==> src/hdl/dfct_pkg.sv <==
// ----------------------------------------------------------------------------
// dfct_pkg
// Shared constants and types of the fragment count table.
// ----------------------------------------------------------------------------
package dfct_pkg;
	localparam int TABLE_ENTRIES = 1024;
	localparam int WAYS = 4;
	localparam int FINGERPRINT_BYTES = 32;
	localparam int SETS = TABLE_ENTRIES / WAYS;
	localparam int SET_BITS = $clog2(SETS);
	localparam int ENTRY_BITS = $clog2(TABLE_ENTRIES);
	localparam int WAY_BITS = (WAYS > 1) ? $clog2(WAYS) : 1;
	localparam int KEY_W = 256;
	localparam int LEN_W = 40;
	localparam int CNT_W = 32;
	localparam int SUM_W = 64;
	localparam int ENTRY_W = KEY_W + LEN_W + CNT_W;
	localparam logic [4:0] SHIFT_MAX = 5'd20;
	localparam logic [4:0] PAGE_SHIFT_RESET = 5'd12;

	localparam logic [1:0] REG_PAGE_SHIFT = 2'd0;

	localparam logic [1:0] ST_NEW = 2'd0;
	localparam logic [1:0] ST_DUP = 2'd1;
	localparam logic [1:0] ST_MISMATCH = 2'd2;
	localparam logic [1:0] ST_FULL = 2'd3;

	typedef struct packed {
		logic key_unused_pad;
		logic [KEY_W-1:0] key;
		logic [LEN_W-1:0] len;
		logic [CNT_W-1:0] cnt;
	} entry_pad_t;

	typedef struct packed {
		logic [KEY_W-1:0] key;
		logic [LEN_W-1:0] len;
		logic [CNT_W-1:0] cnt;
	} entry_t;

	typedef struct packed {
		logic clear;
		logic load;
		logic update;
		logic out_load;
	} dp_cmd_t;

	function automatic logic [KEY_W-1:0] key_mask();
		logic [KEY_W-1:0] m;
		m = '0;
		for (int i = 0; i < KEY_W / 8; i++)
			if (i < FINGERPRINT_BYTES)
				m[KEY_W-1-8*i -: 8] = 8'hff;
		return m;
	endfunction
endpackage

==> src/hdl/dfct_ctrl.sv <==
// ----------------------------------------------------------------------------
// dfct_ctrl
// Controller: clearing pass, read cycle, update cycle, result hand-off.
// ----------------------------------------------------------------------------
module dfct_ctrl import dfct_pkg::*; (
	input  logic    clk,
	input  logic    arst_n,
	input  logic    in_valid,
	output logic    in_ready,
	output logic    out_valid,
	input  logic    out_ready,
	input  logic    clr_last,
	output dp_cmd_t cmd
);
	localparam logic [1:0] S_CLR = 2'd0;
	localparam logic [1:0] S_IDLE = 2'd1;
	localparam logic [1:0] S_UPD = 2'd2;
	logic [1:0] state_q;
	logic ovalid_q;

	assign in_ready = (state_q == S_IDLE) && (!ovalid_q || out_ready);
	assign out_valid = ovalid_q;
	assign cmd.clear = state_q == S_CLR;
	assign cmd.load = in_valid && in_ready;
	assign cmd.update = state_q == S_UPD;
	assign cmd.out_load = state_q == S_UPD;

	always_ff @(posedge clk or negedge arst_n) begin
		if (!arst_n) begin
			state_q <= S_CLR;
			ovalid_q <= 1'b0;
		end else begin
			case (state_q)
				S_CLR: if (clr_last) state_q <= S_IDLE;
				S_IDLE: if (cmd.load) state_q <= S_UPD;
				S_UPD: state_q <= S_IDLE;
				default: state_q <= S_IDLE;
			endcase
			if (state_q == S_UPD)
				ovalid_q <= 1'b1;
			else if (out_ready)
				ovalid_q <= 1'b0;
		end
	end

`ifndef SYNTHESIS
	a_upd_after_load: assert property (@(posedge clk) disable iff (!arst_n)
		cmd.load |=> state_q == S_UPD) else $error("no update after load");
	a_no_load_in_upd: assert property (@(posedge clk) disable iff (!arst_n)
		state_q == S_UPD |-> !in_ready) else $error("accept during update");
	a_valid_after_upd: assert property (@(posedge clk) disable iff (!arst_n)
		state_q == S_UPD |=> ovalid_q) else $error("result lost");
	a_no_load_in_clr: assert property (@(posedge clk) disable iff (!arst_n)
		state_q == S_CLR |-> !in_ready) else $error("accept during clearing");
`endif
endmodule

==> config.mk <==
export PLATFORM = sky130hd
export DESIGN_NAME = dfct_ctrl
export DESIGN_NICKNAME = d
export VERILOG_FILES = /design/src/hdl/dfct_pkg.sv /design/src/hdl/dfct_ctrl.sv
export SDC_FILE = /design/constraint.sdc
export NUM_CORES = 1
export LEC_CHECK = 0
export BUFFER_PORTS_ARGS = -buffer_cell sky130_fd_sc_hd__buf_2
export CORE_AREA = 2 2 39 41
export CTS_CLUSTER_DIAMETER = 40
export DETAILED_ROUTE_END_ITERATION = 8
export DIE_AREA = 0 0 41 43
export GPL_TIMING_DRIVEN = 0
export SLEW_MARGIN = 15
export SYNTH_ARGS = -nofsm -noshare
export SYNTH_HDL_FRONTEND = slang
export SYNTH_SLANG_ARGS = --single-unit
==> constraint.sdc <==
create_clock -name clk -period 0.85 [get_ports clk]
set_input_delay 0.0425 -clock clk [delete_from_list [all_inputs] [get_ports clk]]
set_output_delay 0.0425 -clock clk [all_outputs]
set_load 0.005 [all_outputs]
==> flow_metrics.env <==
export IMPL_reg2regPathDepth=4
export IMPL_critPathTopFamily="flip-flops"
export IMPL_cpMaxStageDelayCell="dfrtp_1"
export IMPL_cp_required_ps=810
export IMPL_grt_pass1_wl_um=496
export IMPL_clkTransAtPathRegs_ps=40
export IMPL_endpoint="cmd[2]"
export IMPL_violations="negative setup slack"
export IMPL_place_inst=41
export IMPL_synth_cell_type_count=11
export IMPL_ir_worst_vdd_mv=0.5886
export IMPL_rows=14
export IMPL_cts_buffers=3
export IMPL_final_antenna_net_count=0
export IMPL_multi_input_area_um2=72.57
export IMPL_syn_nets=20
export IMPL_die_h_um=43
export IMPL_drv_slew=0
export IMPL_crit_fanout=3
export IMPL_cp_data_arrival_time_ps=1120
export IMPL_hold_class="input pin to register"
export IMPL_status="finished, violations left"
export IMPL_place_area_um2=224.0
export IMPL_final_cell_area_um2=329.1
export IMPL_syn_inst=15
export IMPL_clock_sinks=3
export IMPL_drt_pass1_iter_count=1
export IMPL_p_leak_nw=0.1747
export IMPL_period_share_pct=136.3
export IMPL_grt_use_total_pct=5.416
export IMPL_max_cap_violations=0
export IMPL_maxSlewHeadroom_pct=89.64
export IMPL_clock_path_buffers=2
export IMPL_drc=0
export IMPL_routed_wl_um=440
export IMPL_fin_cells=52
export IMPL_yosysWarnings=0
export IMPL_hpwl_um=253.9
export IMPL_ys_seq_area_share_pct=48.78
export IMPL_gp_congestion=0.5081
export IMPL_fin_ws_ps=-308.7
export IMPL_register_area_um2=75.07
export IMPL_whs_path_depth=3
export IMPL_grt_setup_unrepaired="yes"
export IMPL_worstReg2RegStart="state_q[0]"
export IMPL_numPortBuffers=10
export IMPL_regToRegSetupSlack_ps=-150
export IMPL_startpoint_type="register"
export IMPL_h_tree_depth=1
export IMPL_final_util_pct=23.78
export IMPL_end_kind="output pin"
export IMPL_root_buffer="clkbuf_4"
export IMPL_path_cells="inv_2 > and3_4 > and2_4 > buf_6"
export IMPL_drive_above_1_share_pct=72.22
export IMPL_avgRoutedWirePerCell_um=8.462
export IMPL_cts_tree="done"
export IMPL_grt_pass1_vias=136
export IMPL_coreArea_um2=1384
export IMPL_diodes=0
export IMPL_min_period_ps=1159
export IMPL_start_util_pct=11.12
export IMPL_syn_area_um2=153.9
export IMPL_grt_max_degree=7
export IMPL_crit_path_start="state_q[1]"
export IMPL_initialDrtViolationCount=0
export IMPL_clk_latency_ps=240
export IMPL_pre_cts_ws_ps=-59.79
export IMPL_ios=11
export IMPL_finalClockSkew_ps=7.124
export IMPL_nets=42
export IMPL_setup_viol_count_final=7
export IMPL_cp_num_cells=4
export IMPL_syn_to_final_growth_pct=113.8
export IMPL_fill_cells=152
export IMPL_path_class="register to output pin"
export IMPL_avgSynthCellArea_um2=10.26
export IMPL_fp_dieW_um=41
export IMPL_r2r_end="state_q[0]"
export IMPL_path_buf_inv=2
export IMPL_num_vias=175
export IMPL_antenna_found_initial=0
export IMPL_via_per_inst=3.365
export IMPL_synth_seq_cells=3
export IMPL_critical_path_max_stage_delay_ps=380
export IMPL_tightest_slew_ps=155.3
export IMPL_fp_dieArea_um2=1763
export IMPL_power_density_nw_per_um2=3651
export IMPL_gr_total_overflow=0
export IMPL_fmax_mhz=863.0
export IMPL_hold_violations=0
## repair_timing
action	4_1_cts	5_1_grt
endpoints found under the hold margin	3	0
hold buffers	1	0
pin swaps	1	3
buffers inserted	0	6
endpoints found under the setup margin	6	6
resized for setup	3	4
## worst min-delay path by stage
stage	startpoint	to
3_5_place_dp	arst_n	out_valid
4_1_cts	clr_last	state_q[0]
3_3_place_gp	arst_n	out_valid
6_report	clr_last	state_q[0]
5_1_grt	clr_last	state_q[0]
2_1_floorplan	arst_n	out_valid
## power breakdown
group / total, mW / leakage [nW] / internal (mW) / switching [mW]
registers: 0.266 / 0.0370 / 0.205 / 0.0615
logic: 0.678 / 0.123 / 0.462 / 0.216
clock network: 0.257 / 0.0150 / 0.176 / 0.0810
## registers in the layout, indices dropped and copies added (netlist names)
signal     cells
state_q        2
out_valid      1
## synth_stat cells
cell type,n,area (um2)
o21ai_0,1,5.000
inv_1,1,3.750
nand2b_4,1,13.76
and3_1,1,6.260
o21ai_1,1,5.000
and2_1,1,6.260
buf_4,1,7.510
and2_4,1,8.760
nor2_1,3,11.26
and3_4,1,11.26
dfrtp_1,3,75.07
## worst register-to-register path: cells and delay by family, from the launching register on
family | cells | cell delay, ps
buffers and inverters | 2 | 270
AO/OA/AOI/OAI | 1 | 110
flip-flops | 1 | 410
AND/OR/NAND/NOR | 1 | 130
## per-layer routing
metal  wire (um)  global-route usage (%)  up-vias
met5           0                       0        -
met4          14                   12.00        0
met3          26                   3.141        2
met2         203                   4.688        9
met1         195                   4.808       73
li1            -                       -       91
## kinds of logic after synthesis
kind of cell           synth area share (%)
AOI/OAI and AO/OA                     6.498
and+or+nand+nor                       37.40
buffers and inverters                 7.317
DFF                                   48.78
## stage by stage
step                setup TNS, ps  hold slack (ps)  power (mW)
global route                -1420            62.73       1.276
floorplan                       0           -253.1      0.4712
global placement           -59.02           -159.6      0.6103
detailed placement         -62.77           -158.9      0.6140
finish                      -1118            55.81       1.201
CTS                        -838.4            51.33      0.8954
## area by class of cell
type	count	area share [%]
buffer	1	2.281
clock buffer	4	7.985
inverter	1	1.141
multi-input combinational	10	22.05
sequential	3	22.81
tap	16	6.084
timing repair buffer	17	37.64
## layout by cell type, fill, tap and decap left out, types with 2 or more instances in the layout
| cell type | instances |
|---|---|
| and2_4 | 2 |
| buf_2 | 7 |
| buf_4 | 7 |
| buf_6 | 3 |
| clkbuf_4 | 3 |
| dfrtp_1 | 3 |
| nor2_1 | 2 |
Note: power is estimated with default switching activity, not from simulation.
